File: src/design/y10u_pkg.sv
// Shared types, constants and the block-slot decoder for the packed 10-bit
// luma unpacker. No dependencies; the unpacker, address stage and top level import it.
package y10u_pkg;

  localparam int unsigned MaxWidthDef  = 1024;
  localparam int unsigned MaxHeightDef = 1024;

  localparam int unsigned CfgW    = 11;
  localparam int unsigned ByteW   = 8;
  localparam int unsigned AddrW   = 20;
  localparam int unsigned PosW    = 5;
  localparam int unsigned RowW    = 10;
  localparam int unsigned CfgIdxW = 2;

  localparam logic [CfgW-1:0] ActiveWidthRst = 11'd640;
  localparam logic [CfgW-1:0] FrameHeightRst = 11'd480;
  localparam logic [CfgW-1:0] LineBytesRst   = 11'd832;

  typedef enum logic [CfgIdxW-1:0] {
    CFG_ACTIVE_WIDTH = 2'd0,
    CFG_FRAME_HEIGHT = 2'd1,
    CFG_LINE_BYTES   = 2'd2
  } cfg_idx_e;

  // What the current byte slot of a 32-byte block completes.
  typedef enum logic [2:0] {
    SLOT_NONE = 3'd0,
    SLOT_SH2  = 3'd1,
    SLOT_SH4  = 3'd2,
    SLOT_SH6  = 3'd3,
    SLOT_FULL = 3'd4
  } slot_e;

  typedef struct packed {
    logic [CfgW-1:0] active_width;
    logic [CfgW-1:0] frame_height;
    logic [CfgW-1:0] line_bytes;
  } cfg_t;

  // One finished pixel on its way to the address stage.
  typedef struct packed {
    logic [ByteW-1:0] value;
    logic [CfgW-1:0]  col_rev;
    logic [CfgW-1:0]  height;
    logic [RowW-1:0]  row;
    logic             last;
  } pix_t;

  // Six 5-byte groups hold a continuous 10-bit stream; slot 31 closes the
  // trailing two-byte pixel and slot 30 is its first byte.
  function automatic slot_e slot_kind(input logic [PosW-1:0] pos);
    slot_e kind;
    unique case (pos)
      5'd1, 5'd6, 5'd11, 5'd16, 5'd21, 5'd26, 5'd31: kind = SLOT_SH2;
      5'd2, 5'd7, 5'd12, 5'd17, 5'd22, 5'd27:        kind = SLOT_SH4;
      5'd3, 5'd8, 5'd13, 5'd18, 5'd23, 5'd28:        kind = SLOT_SH6;
      5'd4, 5'd9, 5'd14, 5'd19, 5'd24, 5'd29:        kind = SLOT_FULL;
      default:                                       kind = SLOT_NONE;
    endcase
    return kind;
  endfunction

endpackage

File: src/design/y10u_unpack.sv
// Byte parser and line/frame counters of the unpacker; registers each
// finished pixel with its reversed column, stride and row. Uses y10u_pkg.
module y10u_unpack #(
  parameter int unsigned MAX_WIDTH  = y10u_pkg::MaxWidthDef,
  parameter int unsigned MAX_HEIGHT = y10u_pkg::MaxHeightDef
) (
  input  logic                  clk_i,
  input  logic                  rst_ni,
  input  y10u_pkg::cfg_t        cfg_i,
  input  logic                  accept_i,
  input  logic [7:0]            data_byte_i,
  input  logic                  take_i,
  output logic                  pix_valid_o,
  output y10u_pkg::pix_t        pix_o
);
  import y10u_pkg::*;

  localparam logic [12:0] MaxW = 13'(MAX_WIDTH);
  localparam logic [12:0] MaxH = 13'(MAX_HEIGHT);

  logic [ByteW-1:0] held_q, held_d;
  logic [PosW-1:0]  pos_q, pos_d;
  logic [CfgW-1:0]  col_q, col_d;
  logic [CfgW-1:0]  lbc_q, lbc_d;
  logic [RowW-1:0]  row_q, row_d;
  logic             pix_valid_q, pix_valid_d;
  pix_t             pix_q;

  logic [CfgW-1:0]  eff_w, eff_h;
  slot_e            kind;
  logic [ByteW-1:0] value;
  logic             have, emit, last;
  logic [CfgW-1:0]  lbc_inc;
  logic [CfgW-1:0]  row_inc;
  logic             line_end;

  assign eff_w = ({2'b00, cfg_i.active_width} < MaxW) ? cfg_i.active_width : MaxW[CfgW-1:0];
  assign eff_h = ({2'b00, cfg_i.frame_height} < MaxH) ? cfg_i.frame_height : MaxH[CfgW-1:0];

  assign kind = slot_kind(pos_q);
  assign have = (kind != SLOT_NONE);

  always_comb begin
    unique case (kind)
      SLOT_SH2:  value = {data_byte_i[1:0], held_q[7:2]};
      SLOT_SH4:  value = {data_byte_i[3:0], held_q[7:4]};
      SLOT_SH6:  value = {data_byte_i[5:0], held_q[7:6]};
      SLOT_FULL: value = data_byte_i;
      default:   value = '0;
    endcase
  end

  assign row_inc = {1'b0, row_q} + 11'd1;
  assign emit    = have && (col_q < eff_w);
  assign last    = (({1'b0, col_q} + 12'd1) == {1'b0, eff_w}) && (eff_h != '0) &&
                   (row_inc == eff_h);

  assign lbc_inc  = lbc_q + 11'd1;
  assign line_end = (lbc_inc >= cfg_i.line_bytes) || (lbc_inc == '0);

  always_comb begin
    held_d = held_q;
    pos_d  = pos_q;
    col_d  = col_q;
    lbc_d  = lbc_q;
    row_d  = row_q;
    if (accept_i) begin
      held_d = data_byte_i;
      pos_d  = pos_q + 5'd1;
      col_d  = have ? col_q + 11'd1 : col_q;
      lbc_d  = lbc_inc;
      if (line_end) begin
        pos_d = '0;
        col_d = '0;
        lbc_d = '0;
        row_d = (row_inc >= eff_h) ? '0 : row_inc[RowW-1:0];
      end
    end
  end

  always_comb begin
    pix_valid_d = pix_valid_q;
    if (accept_i) begin
      pix_valid_d = emit;
    end else if (take_i) begin
      pix_valid_d = 1'b0;
    end
  end

  always_ff @(posedge clk_i or negedge rst_ni) begin
    if (!rst_ni) begin
      held_q      <= '0;
      pos_q       <= '0;
      col_q       <= '0;
      lbc_q       <= '0;
      row_q       <= '0;
      pix_valid_q <= 1'b0;
    end else begin
      held_q      <= held_d;
      pos_q       <= pos_d;
      col_q       <= col_d;
      lbc_q       <= lbc_d;
      row_q       <= row_d;
      pix_valid_q <= pix_valid_d;
    end
  end

  always_ff @(posedge clk_i) begin
    if (accept_i && emit) begin
      pix_q.value   <= value;
      pix_q.col_rev <= eff_w - 11'd1 - col_q;
      pix_q.height  <= eff_h;
      pix_q.row     <= row_q;
      pix_q.last    <= last;
    end
  end

  assign pix_valid_o = pix_valid_q;
  assign pix_o       = pix_q;

endmodule

File: src/design/y10u_addr.sv
// Output stage of the unpacker: forms the rotated address with one
// multiply-add and holds the result until it is taken. Uses y10u_pkg.
module y10u_addr (
  input  logic                  clk_i,
  input  logic                  rst_ni,
  input  logic                  pix_valid_i,
  input  y10u_pkg::pix_t        pix_i,
  output logic                  take_o,
  output logic                  out_valid_o,
  input  logic                  out_stall_i,
  output logic [7:0]            pixel_value_o,
  output logic [19:0]           out_address_o,
  output logic                  frame_last_o
);
  import y10u_pkg::*;

  logic             out_valid_q, out_valid_d;
  logic [ByteW-1:0] value_q;
  logic [AddrW-1:0] addr_q;
  logic             last_q;
  logic [2*CfgW-1:0] product;
  logic [2*CfgW-1:0] addr_full;

  // The register is free when empty or when its request leaves this cycle.
  assign take_o = !out_valid_q || !out_stall_i;

  assign product   = pix_i.col_rev * pix_i.height;
  assign addr_full = product + {12'd0, pix_i.row};

  assign out_valid_d = take_o ? pix_valid_i : out_valid_q;

  always_ff @(posedge clk_i or negedge rst_ni) begin
    if (!rst_ni) begin
      out_valid_q <= 1'b0;
    end else begin
      out_valid_q <= out_valid_d;
    end
  end

  always_ff @(posedge clk_i) begin
    if (take_o && pix_valid_i) begin
      value_q <= pix_i.value;
      addr_q  <= addr_full[AddrW-1:0];
      last_q  <= pix_i.last;
    end
  end

  assign out_valid_o   = out_valid_q;
  assign pixel_value_o = value_q;
  assign out_address_o = addr_q;
  assign frame_last_o  = last_q;

endmodule

File: src/design/packed_y10_unpack_rotate.sv
// Top level of the packed 10-bit luma unpacker with 90-degree rotation.
// Instantiates y10u_unpack and y10u_addr; types come from y10u_pkg.
//
// Usage: one byte of the packed stream is offered per request on the input
// channel (in_valid_i, data_byte_i, in_stall_o). Each 32-byte block carries
// 25 pixels. For every finished pixel inside the active width, one request
// leaves on the output channel (out_valid_o, pixel_value_o, out_address_o,
// frame_last_o, out_stall_i) carrying the pixel's upper eight bits, its
// address in the counter-clockwise rotated frame, and a flag on the last
// pixel of the frame. Bytes that complete no pixel, and bytes past the
// active width, produce nothing.
// Throughput is one byte per cycle with no bubbles while in_stall_o is low. A
// pixel reaches the output ports through the parser register, which the edge
// that accepts its closing byte loads, and then the multiply-add register.
// When the receiver stalls, the output request holds steady; the parser
// keeps taking bytes until its register holds one more pixel, after which
// in_stall_o rises until the output moves again.
// Reset clears all counters, loads width 640, height 480 and line length 832,
// and empties both stages. Configuration writes (cfg_valid_i, cfg_ready_o,
// cfg_index_i, cfg_data_i) are always taken and belong in idle periods.
module packed_y10_unpack_rotate #(
  parameter int unsigned MAX_WIDTH  = y10u_pkg::MaxWidthDef,
  parameter int unsigned MAX_HEIGHT = y10u_pkg::MaxHeightDef
) (
  input  logic                           clk_i,
  input  logic                           rst_ni,
  input  logic                           cfg_valid_i,
  output logic                           cfg_ready_o,
  input  logic [y10u_pkg::CfgIdxW-1:0]   cfg_index_i,
  input  logic [y10u_pkg::CfgW-1:0]      cfg_data_i,
  input  logic                           in_valid_i,
  output logic                           in_stall_o,
  input  logic [7:0]                     data_byte_i,
  output logic                           out_valid_o,
  input  logic                           out_stall_i,
  output logic [7:0]                     pixel_value_o,
  output logic [19:0]                    out_address_o,
  output logic                           frame_last_o
);
  import y10u_pkg::*;

  cfg_t cfg_q, cfg_d;
  logic accept;
  logic take;
  logic pix_valid;
  pix_t pix;

  // Configuration registers; an index beyond the list is accepted and ignored.
  assign cfg_ready_o = 1'b1;

  always_comb begin
    cfg_d = cfg_q;
    if (cfg_valid_i) begin
      unique case (cfg_idx_e'(cfg_index_i))
        CFG_ACTIVE_WIDTH: cfg_d.active_width = cfg_data_i;
        CFG_FRAME_HEIGHT: cfg_d.frame_height = cfg_data_i;
        CFG_LINE_BYTES:   cfg_d.line_bytes   = cfg_data_i;
        default:          cfg_d = cfg_q;
      endcase
    end
  end

  always_ff @(posedge clk_i or negedge rst_ni) begin
    if (!rst_ni) begin
      cfg_q.active_width <= ActiveWidthRst;
      cfg_q.frame_height <= FrameHeightRst;
      cfg_q.line_bytes   <= LineBytesRst;
    end else begin
      cfg_q <= cfg_d;
    end
  end

  // The input stalls only when the parser register is full and the output
  // register cannot take its pixel this cycle.
  assign in_stall_o = pix_valid && !take;
  assign accept     = in_valid_i && !in_stall_o;

  y10u_unpack #(
    .MAX_WIDTH  (MAX_WIDTH),
    .MAX_HEIGHT (MAX_HEIGHT)
  ) u_unpack (
    .clk_i       (clk_i),
    .rst_ni      (rst_ni),
    .cfg_i       (cfg_q),
    .accept_i    (accept),
    .data_byte_i (data_byte_i),
    .take_i      (take),
    .pix_valid_o (pix_valid),
    .pix_o       (pix)
  );

  y10u_addr u_addr (
    .clk_i         (clk_i),
    .rst_ni        (rst_ni),
    .pix_valid_i   (pix_valid),
    .pix_i         (pix),
    .take_o        (take),
    .out_valid_o   (out_valid_o),
    .out_stall_i   (out_stall_i),
    .pixel_value_o (pixel_value_o),
    .out_address_o (out_address_o),
    .frame_last_o  (frame_last_o)
  );

endmodule

File: config.mk
export PLATFORM = sky130hd
export DESIGN_NAME = packed_y10_unpack_rotate
export DESIGN_NICKNAME = d
export VERILOG_FILES = /design/src/design/y10u_pkg.sv /design/src/design/y10u_unpack.sv /design/src/design/y10u_addr.sv /design/src/design/packed_y10_unpack_rotate.sv
export SDC_FILE = /design/constraint.sdc
export NUM_CORES = 1
export LEC_CHECK = 0
export BUFFER_PORTS_ARGS = -buffer_cell sky130_fd_sc_hd__buf_2
export CAP_MARGIN = 20
export CORE_MARGIN = 8
export CORE_UTILIZATION = 63
export CTS_CLUSTER_DIAMETER = 200
export CTS_CLUSTER_SIZE = 8
export DETAILED_ROUTE_END_ITERATION = 8
export PLACE_DENSITY_LB_ADDON = 0.05
export SLEW_MARGIN = 25
export SYNTH_ARGS = -nofsm -noshare
export SYNTH_HDL_FRONTEND = slang
export SYNTH_SLANG_ARGS = --single-unit
File: constraint.sdc
create_clock -name clk_i -period 7.45 [get_ports clk_i]
set_input_delay 2.235 -clock clk_i [delete_from_list [all_inputs] [get_ports clk_i]]
set_output_delay 2.235 -clock clk_i [all_outputs]
set_load 0.05 [all_outputs]
==> results of run 1 <==
[routing by layer]
| layer | up-vias | part of all wire | global-route usage | wire [µm] |
|---|---|---|---|---|
| met1 | 4050 | 0.45 | 0.273 | 10900 |
| met3 | 24 | 0.051 | 0.0381 | 1230 |
| met4 | 0 | 0.012 | 0.0495 | 293 |
| met2 | 223 | 0.48 | 0.365 | 11700 |
| met5 | - | 0 | 0 | 0 |
| li1 | 4075 | - | - | - |
[through the flow]
| step | instances | cell area, µm² | hold WS (ns) | util |
|---|---|---|---|---|
| after floorplan | 1216 | 12000 | 0.400 | - |
| after global placement | 1462 | 12400 | 0.402 | 0.664 |
| after detailed placement | 1462 | 12400 | 0.405 | 0.664 |
| after CTS | 1494 | 13000 | 0.420 | 0.697 |
| after global routing | 1495 | 13100 | 0.426 | 0.699 |
| final | 1495 | 13100 | 0.418 | 0.699 |
[worst paths after layout]
path	end	cells after the start	startpoint
worst min-delay path	u_addr.pixel_value_o[5]$_DFFE_PP_	0	u_unpack.pix_o[38]$_DFFE_PP_
worst max register to register	u_addr.out_address_o[18]$_DFFE_PP_	17	u_unpack.pix_o[27]$_DFFE_PP_
worst min register to register	u_addr.pixel_value_o[5]$_DFFE_PP_	0	u_unpack.pix_o[38]$_DFFE_PP_
worst max-delay path	u_addr.out_address_o[18]$_DFFE_PP_	17	u_unpack.pix_o[27]$_DFFE_PP_
min in group asynchronous	u_unpack.lbc_q[6]$_DFFE_PN0P_	1	rst_ni
max in group asynchronous	cfg_q[28]$_DFFE_PN0P_	1	rst_ni
[area by class of cell]
cell class	count	area share
Inverter	197	0.0566
Timing Repair Buffer	60	0.0258
Multi-Input combinational cell	824	0.537
Sequential cell	148	0.311
Clock inverter	15	0.0148
Clock buffer	17	0.0326
Tap cell	234	0.0224
[registers in the layout, indices dropped and copies added, names as in the netlist, 5 cells and up]
name / count
u_unpack.pix_o: 41
cfg_q: 33
u_addr.out_address_o: 20
u_unpack.col_q: 11
u_unpack.lbc_q: 11
u_unpack.row_q: 10
u_addr.pixel_value_o: 8
u_unpack.held_q: 6
u_unpack.pos_q: 5
[cells in the final DEF (no fill, tap or decap), drive strengths merged, types with 7 or more instances in the layout]
cell    count
and3       11
dfstp       9
dfrtp      69
o21ai      40
nor3       13
clkbuf     17
mux2       34
xnor2      49
mux2i       9
nand3      24
a21o       14
and2       44
a22o        7
nand2     167
nor2b      10
xor2       13
o211ai      7
inv       203
nand2b     11
nor2       35
buf        60
edfxtp     70
o22ai       8
a21oi      46
fa         90
ha        102
[cell families after synthesis]
group,count (synthesis),share of synthesized area
mux,44,0.0413
simple gates,343,0.137
xor+xnor,62,0.0459
compound gates,182,0.101
other cells,1,0.000312
flops,148,0.339
fa+ha+maj,192,0.256
buf+inv,244,0.0788
[worst reg2reg max path, cell delays in order, from the launching register on]
cell	delay (ns)
edfxtp_1	0.56
nand2_1	0.14
fa_1	0.59
fa_1	0.46
fa_1	0.50
inv_1	0.06
fa_1	0.53
inv_1	0.05
fa_1	0.53
inv_1	0.04
ha_1	0.23
or3_1	0.42
o211ai_1	0.17
a21oi_1	0.07
o31a_1	0.16
a211o_1	0.29
a21oi_1	0.18
xnor2_1	0.08
==> flow_summary.yaml, run 1 <==
run_status:
  outcome: "finished, final reports clean"
synth:
  synth_area_um2: 12000
  async_flop_share: 0.527
  netlist.top_cell.by_area: "edfxtp_1"
  ys_ff_latch: 148
  syn_nets: 1434
  synth_cell_types: 75
  synth_edf_count: 70
  synthTopCellsByArea: "edfxtp_1, fa_1, dfrtp_1"
  yosys_warnings: 0
  ys_seq_area_frac: 0.339
  yosysMostFrequentCell: "inv_1"
  avgSynthCellArea_um2: 9.87
  ys_top_cells_by_count: "inv_1, nand2_1, ha_1"
  ys.flop_type: "edfxtp_1"
  synthCells: 1216
  synth_top_area_share: 0.175
clock_tree:
  clk_latency_ns: 0.43
  root_buffer: "clkbuf_16"
  ctsResizeCount: 0
  numCtsBuffers: 17
  clkSinkCount: 148
  clock_path_buffers: 2
  post_cts_buffers: 0
  clk_pin_slew_ns: 0.07
  htreeDepth: 4
  hold_buffers: 0
  cts_tree: "yes"
global_routing:
  grt-ovfl-total: 0
  antenna_found_initial: 0
  grt_usage: 0.212
  first_global_vias: 8631
  grt_max_degree: 79
  grt_pass1_wl_mm: 41.2
die:
  start_util: 0.642
  coreArea_um2: 18700
  die_w_um: 154
  ios: 58
  design.die.area_um2: 23700
  die_y_um: 154
  num_rows: 50
layout:
  fillers: 1443
  finalNetCount: 1466
  syn2layout_area_growth_pct: 8.88
  register_area_um2: 4070
  multi_input_area_um2: 7010
  drive_gt1_frac: 0.121
  antenna_cells: 0
worst_setup_path:
  path_max_fanout: 11
  cp.required_ns: 7.63
  rrSetupSlack_ns: 2.17
  crit_arrival_ns: 5.46
  cp-end-kind: "flop"
  cp-start-kind: "flop"
  path_cells: "nand2_1 > fa_1 > fa_1 > fa_1 > inv_1 > fa_1 > inv_1 > fa_1 > inv_1 > ha_1 > or3_1 > o211ai_1 > a21oi_1 > o31a_1 > a211o_1 > a21oi_1 > xnor2_1"
  worstSetupPathType: "reg -> reg"
  crit_family: "adder cells"
  slowest_delay_ns: 0.59
  crit_buf_inv: 3
  cpMaxStageDelayCell: "fa_1"
  crit_path_frequent_cell: "fa_1"
timing:
  rsz0062_at_grt: "no"
  finClkSkew_ns: 0.0110
  report.final.slew_viol_count: 0
  period_needed_ns: 5.28
  slew_headroom: 0.484
  final_hold_viol_count: 0
  finalSetupViolations: 0
  fin_crit_sh: 0.709
  setup_tns_ns: 0
  clock.fmax_mhz: 189
  setup_slack_ns: 2.17
  worst_slew_pin_slew_ns: 0.769
route:
  post-route-drc-count: 0
  drt_wl_total_mm: 24.0
  ant_nets: 0
  drtIter0Drc: 622
  dr.pass1.iters: 6
  vias_per_cell: 5.60
  dr_total_vias: 8372
  routedWlPerCell_um: 16.1
placement:
  port_buffers: 56
  routabilityCongestion: 0.887
  dp_slack_ns: 2.17
  hpwl_mm: 18.8
min_path:
  hold_path.class: "reg -> reg"
flow_run:
  cap_violations: 0
Power of run 1 is not shown: default switching activity piles up to over one toggle a cycle in this logic, so the estimate is an artifact.
==> run 2, diff against run 1 <==
==> constraint.sdc (replaced) <==
create_clock -name clk_i -period 4.9 [get_ports clk_i]
set_input_delay 1.47 -clock clk_i [delete_from_list [all_inputs] [get_ports clk_i]]
set_output_delay 1.47 -clock clk_i [all_outputs]
set_load 0.05 [all_outputs]
==> run 2 against run 1 <==
The run now ends with setup timing left; via count up 4.1%; routed wire length up 5.4%; utilization up 3.8 points; non-clock buffer count up 72; cell count up 4.8%; global-route usage up 0.62 points; hold slack better by 0.0017 ns; clock-buffer cell count unchanged; cell area up 5.4%; sequential cell count unchanged; clock skew up 0.0072 ns; critical path type unchanged; critical endpoint unchanged.
==> flow_summary.yaml, run 2 (synthesis results as in run 1) <==
worst_setup_path:
  cpMaxStageDelayCell: "fa_1"
  rr_startpoint: "u_unpack.pix_o[28]$_DFFE_PP_"
  crit_buf_inv: 4
  cp-end-kind: "flop"
  cp.required_ns: 5.08
  reg2reg_to: "u_addr.out_address_o[18]$_DFFE_PP_"
  crit_arrival_ns: 5.16
  crit_family: "adder cells"
  path_max_fanout: 5
  cp-start-kind: "flop"
  worstSetupPathType: "reg -> reg"
  ff2ff_path_depth: 18
  path_cells: "buf_6 > nand2_1 > fa_2 > fa_1 > inv_2 > ha_4 > fa_1 > inv_1 > fa_1 > inv_1 > ha_2 > or3_4 > o211ai_1 > a21oi_1 > o31a_1 > a211o_1 > a21oi_2 > xnor2_1"
  rrSetupSlack_ns: -0.08
  slowest_delay_ns: 0.54
  crit_path_frequent_cell: "fa_1"
layout:
  fillers: 1326
  register_area_um2: 4070
  largest_reg_flops: 41
  antenna_cells: 0
  syn2layout_area_growth_pct: 14.8
  mostFrequentLayoutCells: "inv_1, nand2_1, ha_1"
  finalNetCount: 1538
  drive_gt1_frac: 0.200
  finalInstanceArea_um2: 13800
  multi_input_area_um2: 7200
  final_common_cell: "inv_1"
timing:
  setup_slack_ns: -0.0818
  report.final.slew_viol_count: 0
  finClkSkew_ns: 0.0183
  fin_crit_sh: 1.02
  worst_slew_pin_slew_ns: 0.742
  clock.fmax_mhz: 201
  rsz0062_at_grt: "yes"
  final_hold_viol_count: 0
  finalSetupViolations: 2
  slew_headroom: 0.502
  period_needed_ns: 4.98
  setup_tns_ns: -0.138
  fin_hold_ws_ns: 0.420
route:
  post-route-drc-count: 0
  dr.pass1.iters: 5
  routedWlPerCell_um: 16.2
  dr_total_vias: 8716
  drtIter0Drc: 606
  drt_wl_total_mm: 25.3
  vias_per_cell: 5.56
  ant_nets: 0
global_routing:
  met3_usage: 0.0356
  top_usage_layer: "met2"
  grt_use_met1: 0.277
  grt_usage: 0.218
  grt-ovfl-total: 0
  first_global_vias: 8861
  grt_pass1_wl_mm: 42.3
  grt_max_degree: 79
  gr-usage-met2: 0.374
  antenna_found_initial: 0
placement:
  hpwl_mm: 19.1
  port_buffers: 56
  routabilityCongestion: 0.899
  placed_area_um2: 12800
clock_tree:
  root_buffer: "clkbuf_16"
  clock_path_buffers: 2
  numCtsBuffers: 17
  clkSinkCount: 148
  clk_latency_ns: 0.43
  clk_pin_slew_ns: 0.07
  htreeDepth: 4
  cts_tree: "yes"
die:
  num_rows: 50
  design.die.area_um2: 23700
  die_w_um: 154
  start_util: 0.642
  coreArea_um2: 18700
  ios: 58
  die_y_um: 154
min_path:
  hp-start: "u_unpack.pix_o[36]$_DFFE_PP_"
  worstHoldEndpoint: "u_addr.pixel_value_o[3]$_DFFE_PP_"
  hold_path.class: "reg -> reg"
  whs_path_depth: 0
run_status:
  outcome: "finished, violations left"
  violations: "setup timing"
flow_run:
  cap_violations: 0
[run 2: changes by cell type in the layout (fill, tap and decap cells not counted), sizes merged]
cell,delta
inv,+1
clkinv,+2
bufinv,-3
buf,+72
[run 2: final cells by class]
type	count	share of cell area
Clock buffer	17	0.0309
Sequential cell	148	0.295
Tap cell	234	0.0213
Multi-Input combinational cell	824	0.523
Timing Repair Buffer	132	0.0664
Inverter	197	0.0537
Clock inverter	15	0.00999
[run 2: per-layer routing]
layer / up-vias / wire [µm]
met5: - / 0
met2: 219 / 12600
met4: 0 / 450
met1: 4238 / 11200
met3: 40 / 1030
li1: 4219 / -
[run 2: how the worst max path moves through the flow]
stage | to | slack (ns) | cells after the start | startpoint
after floorplan | u_addr.out_address_o[19]$_DFFE_PP_ | 0.004 | 15 | u_unpack.pix_o[20]$_DFFE_PP_
final | u_addr.out_address_o[18]$_DFFE_PP_ | -0.08 | 18 | u_unpack.pix_o[28]$_DFFE_PP_
after CTS | u_addr.out_address_o[18]$_DFFE_PP_ | 0.002 | 17 | u_unpack.pix_o[26]$_DFFE_PP_
after global placement | u_addr.out_address_o[18]$_DFFE_PP_ | -0.05 | 17 | u_unpack.pix_o[18]$_DFFE_PP_
after detailed placement | u_addr.out_address_o[18]$_DFFE_PP_ | -0.17 | 15 | u_unpack.pix_o[18]$_DFFE_PP_
after global routing | u_addr.out_address_o[18]$_DFFE_PP_ | -0.22 | 18 | u_unpack.pix_o[18]$_DFFE_PP_
[run 2: per-stage QoR]
step / setup WS [ns] / cells / util
after floorplan: 0.00440 / 1216 / -
after global placement: -0.0482 / 1515 / 0.685
after detailed placement: -0.166 / 1515 / 0.685
after CTS: 0.00173 / 1564 / 0.732
after global routing: -0.223 / 1567 / 0.736
final: -0.0818 / 1567 / 0.736
[run 2: timing repair]
action	in CTS	in global routing
endpoints found under the setup margin	6	7
gates resized for setup	42	14
buffers inserted	17	2
pin swaps	30	4
hold buffers	0	0
Power of run 2 is left out for the same reason.
